--- config.mk ---
export PLATFORM = sky130hd
export DESIGN_NAME = g3f_mac
export DESIGN_NICKNAME = d
export VERILOG_FILES = /design/src/hw/rtl/g3f_pkg.sv /design/src/hw/rtl/g3f_mac.sv
export SDC_FILE = /design/constraint.sdc
export NUM_CORES = 2
export LEC_CHECK = 0
export BUFFER_PORTS_ARGS = -buffer_cell sky130_fd_sc_hd__buf_2
export CORE_ASPECT_RATIO = 2
export CORE_MARGIN = 2
export CORE_UTILIZATION = 55
export DETAILED_ROUTE_END_ITERATION = 10
export PLACE_DENSITY = 0.76
export SLEW_MARGIN = 20
export SYNTH_ARGS = -nofsm -noshare
export SYNTH_HDL_FRONTEND = slang
export SYNTH_SLANG_ARGS = --single-unit
--- constraint.sdc ---
create_clock -name clk -period 10.4 [get_ports clk]
set_clock_uncertainty 0.1 [all_clocks]
set_input_delay 2.08 -clock clk [delete_from_list [all_inputs] [get_ports clk]]
set_output_delay 2.08 -clock clk [all_outputs]
set_load 0.01 [all_outputs]
--- src/hw/rtl/g3f_pkg.sv ---
// Shared constants, types and register codes of the 3x3 image filter.
package g3f_pkg;

	localparam int PIX_W  = 8;
	localparam int ROW_W  = 12;
	localparam int H_W    = 13;
	localparam int IW_W   = 11;
	localparam int CFG_W  = 48;
	localparam int CIDX_W = 3;
	localparam int TAP_W  = 16;
	localparam int PROD_W = TAP_W + PIX_W + 1;
	localparam int RSUM_W = PROD_W + 2;
	localparam int SUM_W  = RSUM_W + 2;

	localparam int MAX_HEIGHT         = 4096;
	localparam int DEF_MAX_WIDTH      = 1024;
	localparam int DEF_COEF_FRAC_BITS = 14;

	localparam logic [CFG_W-1:0] RST_COEF_TOP = 48'h0000_0000_0000;
	localparam logic [CFG_W-1:0] RST_COEF_MID = 48'h0000_4000_0000;
	localparam logic [CFG_W-1:0] RST_COEF_BOT = 48'h0000_0000_0000;
	localparam logic [IW_W-1:0]  RST_IMG_W    = 11'd1024;
	localparam logic [H_W-1:0]   RST_IMG_H    = 13'd1024;

	localparam logic [PIX_W-1:0] PIX_MAX = 8'hFF;

	typedef enum logic [CIDX_W-1:0] {
		CFG_COEF_TOP = 3'd0,
		CFG_COEF_MID = 3'd1,
		CFG_COEF_BOT = 3'd2,
		CFG_IMG_W    = 3'd3,
		CFG_IMG_H    = 3'd4
	} cfg_idx_t;

	typedef logic signed [PROD_W-1:0] prod_t;
	typedef logic signed [RSUM_W-1:0] rsum_t;

	// Per-pixel bookkeeping that travels down the pipeline.
	typedef struct packed {
		logic             filt;
		logic             bord;
		logic [PIX_W-1:0] px;
		logic [ROW_W-1:0] row;
	} meta_t;

endpackage

--- src/hw/rtl/g3f_mac.sv ---
// Kernel multiply stage and row-sum stage of the 3x3 image filter.
module g3f_mac import g3f_pkg::*; #(
	parameter int COL_W = $clog2(DEF_MAX_WIDTH)
) (
	input  logic             clk,
	input  logic             arst_n,
	input  logic [CFG_W-1:0] coef [3],
	input  logic             v_in,
	output logic             rdy_in,
	input  meta_t            meta_in,
	input  logic [COL_W-1:0] col_in,
	input  logic [PIX_W-1:0] pix [3][3],
	output logic             v_out,
	input  logic             rdy_out,
	output meta_t            meta_out,
	output logic [COL_W-1:0] col_out,
	output rsum_t            rsum [3]
);

	prod_t            prod_d [3][3];
	prod_t            prod_s2 [3][3];
	meta_t            meta_s2;
	logic [COL_W-1:0] col_s2;
	logic             v_s2;
	rsum_t            rsum_d [3];
	rsum_t            rsum_s3 [3];
	meta_t            meta_s3;
	logic [COL_W-1:0] col_s3;
	logic             v_s3;
	logic             en_s2;
	logic             en_s3;

	assign en_s3  = !v_s3 || rdy_out;
	assign en_s2  = !v_s2 || en_s3;
	assign rdy_in = en_s2;

	// Left tap sits in the top 16 bits of each row register.
	always_comb begin
		for (int k = 0; k < 3; k++) begin
			for (int j = 0; j < 3; j++) begin
				prod_d[k][j] = $signed(coef[k][CFG_W-1-TAP_W*j -: TAP_W])
					* $signed({1'b0, pix[k][j]});
			end
		end
	end

	always_comb begin
		for (int k = 0; k < 3; k++) begin
			rsum_d[k] = RSUM_W'(prod_s2[k][0]) + RSUM_W'(prod_s2[k][1])
				+ RSUM_W'(prod_s2[k][2]);
		end
	end

	always_ff @(posedge clk or negedge arst_n) begin
		if (!arst_n) begin
			v_s2 <= 1'b0;
			v_s3 <= 1'b0;
		end else begin
			// Pixels that yield no result end their trip here.
			if (en_s2) begin
				v_s2 <= v_in && (meta_in.filt || meta_in.bord);
			end
			if (en_s3) begin
				v_s3 <= v_s2;
			end
		end
	end

	always_ff @(posedge clk) begin
		if (en_s2) begin
			prod_s2 <= prod_d;
			meta_s2 <= meta_in;
			col_s2  <= col_in;
		end
		if (en_s3) begin
			rsum_s3 <= rsum_d;
			meta_s3 <= meta_s2;
			col_s3  <= col_s2;
		end
	end

	assign v_out    = v_s3;
	assign meta_out = meta_s3;
	assign col_out  = col_s3;
	assign rsum     = rsum_s3;

endmodule

==> results.tsv <==
stage	metric	value	unit
setup_path	reg2regPathDepth	12	
setup_path	cp-end-kind	flop	
timing	max_slew.worst_pin.slew	0.986	ns
placement	io_buffers	366	
setup_path	crit_arrival	7.23	ns
timing	finalHoldViolations	0	
timing	rsz0062_at_grt	false	
yosys	postSynthCellCount	5836	
floorplan	die_x	232	um
setup_path	critPathCapture	prod_s2[173]$_DFFE_PP_	
global_route	grt_pass1_wl	228	mm
yosys	ys.warnings.count	0	
hold_path	hold_path.class	flop to flop	
yosys	synth.cell_area	57400	um^2
yosys	syn_area_per_cell	9.84	um^2
clock_tree	cts_max_path_buffers	3	
yosys	ys.flop_type	edfxtp_1	
timing	fin_crit_sh	0.674	
cells_and_area	area_delta_synth_final	8.11	%
timing	max_slew_margin	0.343	
yosys	synth_fp_nets	7609	
cells_and_area	final_nets	7937	
power	power_density	340	nW/um^2
yosys	synth_cell_types	77	
timing	slew_violations	0	
global_route	grt_max_degree	134	
global_route	antenna_found_initial	23	
setup_path	r2r_setup_slack	6.18	ns
setup_path	r2r-end	rsum[77]$_DFFE_PP_	
cells_and_area	multi_input_area	40600	um^2
run	cap_violations	0	
yosys	async_flop_share	0.00538	
routing	drt_iter0_drc	2068	
timing	tns	0	ns
cells_and_area	final_area	62100	um^2
setup_path	cp_max_fo	16	
floorplan	die-area	107000	um^2
clock_tree	clkLatencyLatePin	0.58	ns
clock_tree	cts_tree	done	
clock_tree	cts_setup_buffers	0	
floorplan	coreArea	104000	um^2
cells_and_area	mostFrequentLayoutCells	inv_1 (1415), fa_1 (996), and2_1 (641), nand2_1 (616), ha_1 (525)	
timing	min_period	7.01	ns
routing	via_per_inst	5.46	
placement	pre_cts_ws	2.86	ns
setup_path	critical_path_class	input pin to flop	
global_route	globalRouteOverflowTotal	0	
clock_tree	cts.sinks	372	
floorplan	start_util	0.554	
yosys	ys_seq_area_frac	0.194	
clock_tree	htreeDepth	2	
timing	fmax	0.143	GHz
clock_tree	hold_buffers	0	
setup_path	r2r_start	prod_s2[176]$_DFFE_PP_	
placement	gp_congestion	0.943	
clock_tree	cts_root_buf	clkbuf_16	
power	peakVddDrop	0.304	mV
floorplan	ios	367	
placement	dp_cells	7473	
routing	detailedRoute.firstPassIterationCount	5	
setup_path	startpoint_type	input pin	
cells_and_area	register_area	11200	um^2
routing	drc	0	
power	p_total	21.1	mW
yosys	ys_ff_latch	372	
power	p_leak	31.5	nW
cells_and_area	fin_cells	7553	
cells_and_area	drive_gt1_frac	0.0751	
status	status	completed	
yosys	synth-edff-count	370	
routing	wl_per_cell	18.7	um
placement	hpwl	119	mm
routing	ant_nets	0	
global_route	grt.total_usage	0.274	
placement	place_area	60700	um^2
clock_tree	cts.clk_slew.worst_paths	0.08	ns
setup_path	startpoint	pix[48]	
cells_and_area	final_common_cell	inv_1	
setup_path	cp.required	10.63	ns
floorplan	rows	167	
timing	finalWorstSetupSlack	3.39	ns
timing	setup_violations	0	
clock_tree	cts_resized	0	
clock_tree	cts-buffers-inserted	41	
floorplan	die_y	461	um
routing	wirelength	141	mm
cells_and_area	fillCellCount	8771	
global_route	grt_pass1_vias	45400	
routing	route.vias.total	41200	
## through the flow
| stage | utilization | hold slack (ns) |
|---|---|---|
| detailed placement | 0.585 | 0.305 |
| CTS | 0.599 | 0.315 |
| global placement | 0.585 | 0.300 |
| global route | 0.599 | 0.322 |
| floorplan | - | 0.300 |
| finish | 0.599 | 0.313 |
## power breakdown
group	internal, mW	leakage (nW)	switching, mW
logic	6.63	27.0	9.18
clock network	0.877	0.666	0.639
registers	3.28	3.83	0.484
total	10.8	31.5	10.3
## Yosys cell counts, drive strengths merged, types with 5 or more instances
library cell,instances,area [um^2]
o211ai,15,118
a31o,7,61.3
edfxtp,370,11100
or3,12,75.1
nand3,44,220
o31ai,15,118
nand2,616,2310
and3,30,190
mux2i,5,50.1
nand4,11,68.8
and2,641,4010
o21a,28,210
xnor2,189,1660
a21oi,208,1040
a21o,82,618
a31oi,26,163
nor3,28,145
o31a,5,43.8
clkbuf,84,315
o21bai,26,195
inv,1415,5310
a21boi,10,75.1
fa,996,19900
nor4,7,43.8
nor2b,24,150
xor2,66,578
a221oi,5,43.8
nand2b,23,144
a211oi,19,143
ha,525,6570
nor2,116,435
o21ai,114,571
## cell type report
cell class	count	share of cell area
Sequential cell	372	0.180
Inverter	1415	0.0856
Clock inverter	27	0.00500
Multi-Input combinational cell	3964	0.655
Antenna cell	8	0.000322
Tap cell	1352	0.0272
Timing Repair Buffer	370	0.0302
Clock buffer	45	0.0173
## registers in the layout, summed over array words and instances, names as in the netlist
register	cells
rsum	81
prod_s2	225
meta_s2	22
meta_out	22
col_s2	10
v_s2	1
col_out	10
v_out	1
## cells by family (layout without fill, tap and decap cells)
logic type	Yosys count	after routing	share of synthesized area
compound gates	608	608	0.0671
xor+xnor	255	255	0.0389
fa+ha+maj	1521	1521	0.462
buf+inv	1500	1857	0.0980
flops	372	372	0.194
mux	5	5	0.000872
other cells	0	8	0
simple gates	1575	1575	0.139
## critical path: stages
cell and delay, ns:
buf_2 0.26, nand2_1 0.14, fa_1 0.56, inv_1 0.06, fa_1 0.48, fa_1 0.55
inv_1 0.05, fa_1 0.47, inv_1 0.04, ha_1 0.33, and3_1 0.25, and2_1 0.18
a22o_1 0.18, a211oi_1 0.24, nor3_1 0.14, a311oi_1 0.79, o21ai_0 0.24, xor2_1 0.19
## routing by layer
layer,wire (um),global-route usage
met4,11800,0.186
met5,176,0
met2,77100,0.519
met1,44500,0.267
met3,7570,0.0440
## how the worst min path moves through the flow
stage,from,endpoint,slack (ns),depth (start not counted)
6_report,meta_s2[12]$_DFFE_PP_,meta_out[12]$_DFFE_PP_,0.31,0
5_1_grt,col_s2[9]$_DFFE_PP_,col_out[9]$_DFFE_PP_,0.32,0
4_1_cts,meta_s2[12]$_DFFE_PP_,meta_out[12]$_DFFE_PP_,0.32,0
3_5_place_dp,col_s2[9]$_DFFE_PP_,col_out[9]$_DFFE_PP_,0.30,0
3_3_place_gp,col_s2[9]$_DFFE_PP_,col_out[9]$_DFFE_PP_,0.30,0
2_1_floorplan,col_s2[0]$_DFFE_PP_,col_out[0]$_DFFE_PP_,0.30,0
(Power assumes the default switching activity.)
