### config.mk
export PLATFORM = sky130hd
export DESIGN_NAME = g3f_out_flat
export DESIGN_NICKNAME = d
export VERILOG_FILES = /design/src/hw/rtl/g3f_pkg.sv /design/src/hw/rtl/g3f_res_if.sv /design/src/hw/rtl/g3f_out.sv /design/src/flat_wrapper.sv
export SDC_FILE = /design/constraint.sdc
export NUM_CORES = 1
export LEC_CHECK = 0
export BUFFER_PORTS_ARGS = -buffer_cell sky130_fd_sc_hd__buf_2
export CORE_ASPECT_RATIO = 1.1
export CORE_MARGIN = 10
export CORE_UTILIZATION = 46
export CTS_BUF_LIST = sky130_fd_sc_hd__clkbuf_4 sky130_fd_sc_hd__clkbuf_8
export DETAILED_ROUTE_END_ITERATION = 10
export PLACE_DENSITY = 0.87
export SYNTH_ARGS = -nofsm -noshare
export SYNTH_HDL_FRONTEND = slang
export SYNTH_SLANG_ARGS = --single-unit
### constraint.sdc
create_clock -name clk -period 2.3 [get_ports clk]
set_input_delay 0.46 -clock clk [delete_from_list [all_inputs] [get_ports clk]]
set_output_delay 0.46 -clock clk [all_outputs]
set_load 0.05 [all_outputs]
### src/hw/rtl/g3f_pkg.sv
// Shared constants, types and register codes of the 3x3 image filter.
package g3f_pkg;

	localparam int PIX_W  = 8;
	localparam int ROW_W  = 12;
	localparam int H_W    = 13;
	localparam int IW_W   = 11;
	localparam int CFG_W  = 48;
	localparam int CIDX_W = 3;
	localparam int TAP_W  = 16;
	localparam int PROD_W = TAP_W + PIX_W + 1;
	localparam int RSUM_W = PROD_W + 2;
	localparam int SUM_W  = RSUM_W + 2;

	localparam int MAX_HEIGHT         = 4096;
	localparam int DEF_MAX_WIDTH      = 1024;
	localparam int DEF_COEF_FRAC_BITS = 14;

	localparam logic [CFG_W-1:0] RST_COEF_TOP = 48'h0000_0000_0000;
	localparam logic [CFG_W-1:0] RST_COEF_MID = 48'h0000_4000_0000;
	localparam logic [CFG_W-1:0] RST_COEF_BOT = 48'h0000_0000_0000;
	localparam logic [IW_W-1:0]  RST_IMG_W    = 11'd1024;
	localparam logic [H_W-1:0]   RST_IMG_H    = 13'd1024;

	localparam logic [PIX_W-1:0] PIX_MAX = 8'hFF;

	typedef enum logic [CIDX_W-1:0] {
		CFG_COEF_TOP = 3'd0,
		CFG_COEF_MID = 3'd1,
		CFG_COEF_BOT = 3'd2,
		CFG_IMG_W    = 3'd3,
		CFG_IMG_H    = 3'd4
	} cfg_idx_t;

	typedef logic signed [PROD_W-1:0] prod_t;
	typedef logic signed [RSUM_W-1:0] rsum_t;

	// Per-pixel bookkeeping that travels down the pipeline.
	typedef struct packed {
		logic             filt;
		logic             bord;
		logic [PIX_W-1:0] px;
		logic [ROW_W-1:0] row;
	} meta_t;

endpackage

### src/hw/rtl/g3f_res_if.sv
// Result channel of the 3x3 image filter.
interface g3f_res_if import g3f_pkg::*; #(
	parameter int COL_W = $clog2(DEF_MAX_WIDTH)
);
	logic             valid;
	logic             ready;
	logic [PIX_W-1:0] pixel_out;
	logic [ROW_W-1:0] out_row;
	logic [COL_W-1:0] out_col;
	logic             run_last;

	modport source (output valid, output pixel_out, output out_row, output out_col,
		output run_last, input ready);
	modport sink (input valid, input pixel_out, input out_row, input out_col,
		input run_last, output ready);
endinterface

### src/hw/rtl/g3f_out.sv
// Final sum, clamp and result sequencing of the 3x3 image filter.
module g3f_out import g3f_pkg::*; #(
	parameter int COL_W          = $clog2(DEF_MAX_WIDTH),
	parameter int COEF_FRAC_BITS = DEF_COEF_FRAC_BITS
) (
	input  logic             clk,
	input  logic             arst_n,
	input  logic             v_in,
	output logic             rdy_in,
	input  meta_t            meta_in,
	input  logic [COL_W-1:0] col_in,
	input  rsum_t            rsum [3],
	g3f_res_if.source        res
);

	logic signed [SUM_W-1:0] total;
	logic [SUM_W-1:0]        quot;
	logic [PIX_W-1:0]        val_d;
	logic                    o_valid_q;
	logic                    o_phase_q;
	meta_t                   o_meta_q;
	logic [COL_W-1:0]        o_col_q;
	logic [PIX_W-1:0]        o_val_q;
	logic                    show_filt;
	logic                    last;

	always_comb begin
		total = SUM_W'(rsum[0]) + SUM_W'(rsum[1]) + SUM_W'(rsum[2]);
		quot  = SUM_W'(total >>> COEF_FRAC_BITS);
		if (total[SUM_W-1]) begin
			val_d = '0;
		end else if (|quot[SUM_W-1:PIX_W]) begin
			val_d = PIX_MAX;
		end else begin
			val_d = quot[PIX_W-1:0];
		end
	end

	// The filtered result of the neighbor goes out first, the border copy second.
	assign show_filt = o_meta_q.filt && !o_phase_q;
	assign last      = !(show_filt && o_meta_q.bord);
	assign rdy_in    = !o_valid_q || (res.ready && last);

	always_ff @(posedge clk or negedge arst_n) begin
		if (!arst_n) begin
			o_valid_q <= 1'b0;
			o_phase_q <= 1'b0;
		end else if (rdy_in) begin
			o_valid_q <= v_in;
			o_phase_q <= 1'b0;
		end else if (res.ready) begin
			o_phase_q <= 1'b1;
		end
	end

	always_ff @(posedge clk) begin
		if (rdy_in) begin
			o_meta_q <= meta_in;
			o_col_q  <= col_in;
			o_val_q  <= val_d;
		end
	end

	assign res.valid     = o_valid_q;
	assign res.pixel_out = show_filt ? o_val_q : o_meta_q.px;
	assign res.out_row   = show_filt ? o_meta_q.row - ROW_W'(1) : o_meta_q.row;
	assign res.out_col   = show_filt ? o_col_q - COL_W'(1) : o_col_q;
	assign res.run_last  = last;

endmodule

### src/flat_wrapper.sv
// flat-port wrapper written by rule: the top's interface ports become plain ports
module g3f_out_flat import g3f_pkg::*;
#(
	parameter int COL_W          = $clog2(DEF_MAX_WIDTH),
	parameter int COEF_FRAC_BITS = DEF_COEF_FRAC_BITS
)
  (clk, arst_n, v_in, rdy_in, meta_in, col_in, rsum, res_valid, res_pixel_out, res_out_row, res_out_col, res_run_last, res_ready);
  g3f_res_if #(.COL_W(COL_W)) res_i ();
  input  logic clk;
  input  logic arst_n;
  input  logic v_in;
  output logic rdy_in;
  input  meta_t meta_in;
  input  logic [COL_W-1:0] col_in;
  input  rsum_t rsum[3];
  output wire logic [$bits(res_i.valid)-1:0] res_valid;
  output wire logic [$bits(res_i.pixel_out)-1:0] res_pixel_out;
  output wire logic [$bits(res_i.out_row)-1:0] res_out_row;
  output wire logic [$bits(res_i.out_col)-1:0] res_out_col;
  output wire logic [$bits(res_i.run_last)-1:0] res_run_last;
  input wire logic [$bits(res_i.ready)-1:0] res_ready;
  assign res_valid = res_i.valid;
  assign res_pixel_out = res_i.pixel_out;
  assign res_out_row = res_i.out_row;
  assign res_out_col = res_i.out_col;
  assign res_run_last = res_i.run_last;
  assign res_i.ready = res_ready;
  g3f_out #(.COL_W(COL_W), .COEF_FRAC_BITS(COEF_FRAC_BITS)) u_core (.clk(clk), .arst_n(arst_n), .v_in(v_in), .rdy_in(rdy_in), .meta_in(meta_in), .col_in(col_in), .rsum(rsum), .res(res_i));
endmodule
==> qor.yml <==
crit_path_end_kind: "register"
synth_common_cells: "nand2_1 (62), edfxtp_1 (40), inv_1 (38)"
gp_congestion: 0.8963
reg2reg_slack_ns: 0.37
period_minus_slack_ns: 3.097
fmax_mhz: 322.9
slew_violations: 0
reg2reg_to: "u_core.o_meta_q[14]"
hp-start: "meta_in[21]"
clock_skew_ns: 0.01260
synthTopCellsByArea: "edfxtp_1 (31%), fa_1 (14%), ha_1 (9.4%)"
fin_tns_setup_ns: -9.932
antenna_found_initial: 0
holdWs_ns: 0.3291
dp_hpwl_um: 10220
rr_startpoint: "u_core.o_phase_q"
grt_pass1_wl_um: 20190
fp.dieW_um: 107.2
hold_depth: 1
setup_viol: 26
clockRootBuffer: "clkbuf_8"
holdPathEnd: "u_core.o_meta_q[21]"
die-area_mm2: 0.01242
cts_tree: "built"
relSlewSlack_pct: 55.18
cts.htree.levels: 2
syn_area_mm2: 0.003846
crit_slowest_cell: "fa_1"
synth_edf_count: 40
crit_required_ns: 2.34
syn_nets: 569
worst_slew_pin_slew_ns: 0.6661
critical_path_class: "input port to register"
grt_max_degree: 42
drive_gt1_share_pct: 55.04
wire_per_inst_um: 18.44
clock_latency_ns: 0.30
port_buffers: 149
area_growth_pct: 66.17
critPathTopFamily: "adder cells"
vias: 4113
ios: 150
p_per_area_mw_per_mm2: 624.5
dr.pass1.iters: 5
min-delay-path-class: "input port to register"
crit_path_max_incr_delay_ns: 0.56
grt-ovfl-total: 0
drt_iter0_markers: 227
drv_cap: 0
yosysTopAreaCellShare_pct: 31.23
crit_arrival_ns: 3.14
p_leak_nw: 2.935
rsz0062_at_grt: "true"
setup_slack_ns: -0.7971
cp-start-kind: "input port"
ys_warn_count: 0
core-area_mm2: 0.008040
cp_common_cell: "a21oi_2"
syn_inst: 397
grt_pass1_vias: 4303
finalHoldViolCount: 0
row_count: 34
ant_nets: 0
synthArstFlopShare_pct: 4.762
finalNetCount: 816
yosysUniqueCellTypes: 58
status: "complete, but fails checks"
violations: "setup timing"
synth_most_common_cell: "nand2_1"
grt.total_usage_pct: 19.83
cp_cell_sequence: "buf_2, inv_1, fa_1, inv_2, ha_4, a21oi_2, o211ai_1, and3_4, o311ai_4, and4_4, o22ai_2, nor4b_4, buf_6, a21oi_2"
drc: 0
ys.flop_type: "edfxtp_1"
utilization_pct: 79.49
ir_drop_uv: 320.4
worstPathMaxFanout: 8
cts_max_path_buffers: 2
dieHeight_um: 115.9
wl_um: 13880
worst-path-buf-inv: 4
viasPerCell: 5.462
finalCritPeriodShare_pct: 134.7
path_clk_slew_ns: 0.09
synth_top_area_cell: "edfxtp_1"
r2r.worst_path.cells: 7
synth_seq_cells: 42
cts_inserted_buffers: 5
start_util_pct: 47.84
synth_area_per_cell_um2: 9.688
ys_seq_area_share_pct: 32.53
fill_cells: 480
cts.sinks: 42
crit_cells: 14
antenna_cells: 0
[per-stage QoR]
| step | total power [mW] | area (µm²) | cells | setup WS (ns) |
|---|---|---|---|---|
| final | 3.992 | 6391 | 753 | -0.7971 |
| after global routing | 4.227 | 6391 | 753 | -1.008 |
| after floorplan | 2.373 | 4169 | 397 | -0.8033 |
| after CTS | 3.813 | 6082 | 743 | -0.7763 |
| after global placement | 3.076 | 5612 | 727 | -1.083 |
| after detailed placement | 3.144 | 5612 | 727 | -1.167 |
[worst max path at each step]
stage                        endpoint  slack [ns]  startpoint
floorplan           u_core.o_val_q[0]       -0.80    rsum[57]
global placement    u_core.o_val_q[2]       -1.08    rsum[57]
detailed placement  u_core.o_val_q[5]       -1.17    rsum[57]
CTS                 u_core.o_val_q[3]       -0.78    rsum[59]
global route        u_core.o_val_q[3]       -1.01     rsum[3]
finish              u_core.o_val_q[3]       -0.80    rsum[59]
[logic make-up (layout without fill, tap and decap cells)]
kind of cell	count (synthesis)	in the layout	synth area share (%)
fa+ha+maj	55	55	22.97
buf+inv	45	293	4.457
flops	42	42	32.53
mux	1	1	0.2928
xor+xnor	26	26	5.921
simple gates	139	139	18.15
compound gates	89	89	15.68
[state kept, by name (all words and copies together) (netlist names)]
name	count
u_core.o_col_q	10
u_core.res.valid	1
u_core.o_val_q	8
u_core.o_phase_q	1
u_core.o_meta_q	22
[power breakdown]
| part | internal [mW] | switching [mW] | leakage (nW) |
|---|---|---|---|
| clock | 0.241 | 0.249 | 0.0472 |
| combinational | 1.11 | 1.36 | 2.47 |
| sequential | 0.959 | 0.0747 | 0.416 |
| total | 2.31 | 1.69 | 2.94 |
[cell type report]
class	instances	area [µm²]	area share, %
Clock buffer	6	82.58	1.292
Inverter	38	158.9	2.486
Timing Repair Buffer	247	1658	25.94
Tap cell	108	135.1	2.114
Sequential cell	42	1251	19.58
Clock inverter	2	12.51	0.1958
Multi-Input combinational cell	310	3093	48.39
[cells in the final DEF (no fill, tap or decap), types with 6 or more instances in the layout]
cell / synthesis / routed
o21ai_0: 14 / 10
nand2_1: 62 / 56
a21oi_1: 33 / 19
buf_6: 0 / 25
clkbuf_8: 0 / 6
inv_2: 0 / 6
fa_1: 26 / 26
ha_4: 0 / 12
buf_2: 2 / 131
xnor2_1: 14 / 9
nand3_1: 7 / 6
buf_4: 0 / 86
a21oi_2: 1 / 13
edfxtp_1: 40 / 40
ha_1: 29 / 17
inv_1: 38 / 28
nor2_1: 25 / 21
[layer usage]
metal	track usage [%]	wire length [µm]	vias up	part of all wire, %
met1	21.98	5191	1970	37
met4	7.317	421	0	3.0
met3	4.109	1028	33	7.4
met2	36.47	7243	202	52
met5	0	0	-	0
li1	-	-	1908	-
[what timing repair did]
action | in CTS | in global routing
gates resized for setup | 73 | 52
hold buffers | 1 | 0
endpoints found under the setup margin | 22 | 25
pin swaps | 39 | 17
buffers inserted | 8 | 15
hold endpoints to repair | 2 | 0
Power figures use the tool's default switching activity.
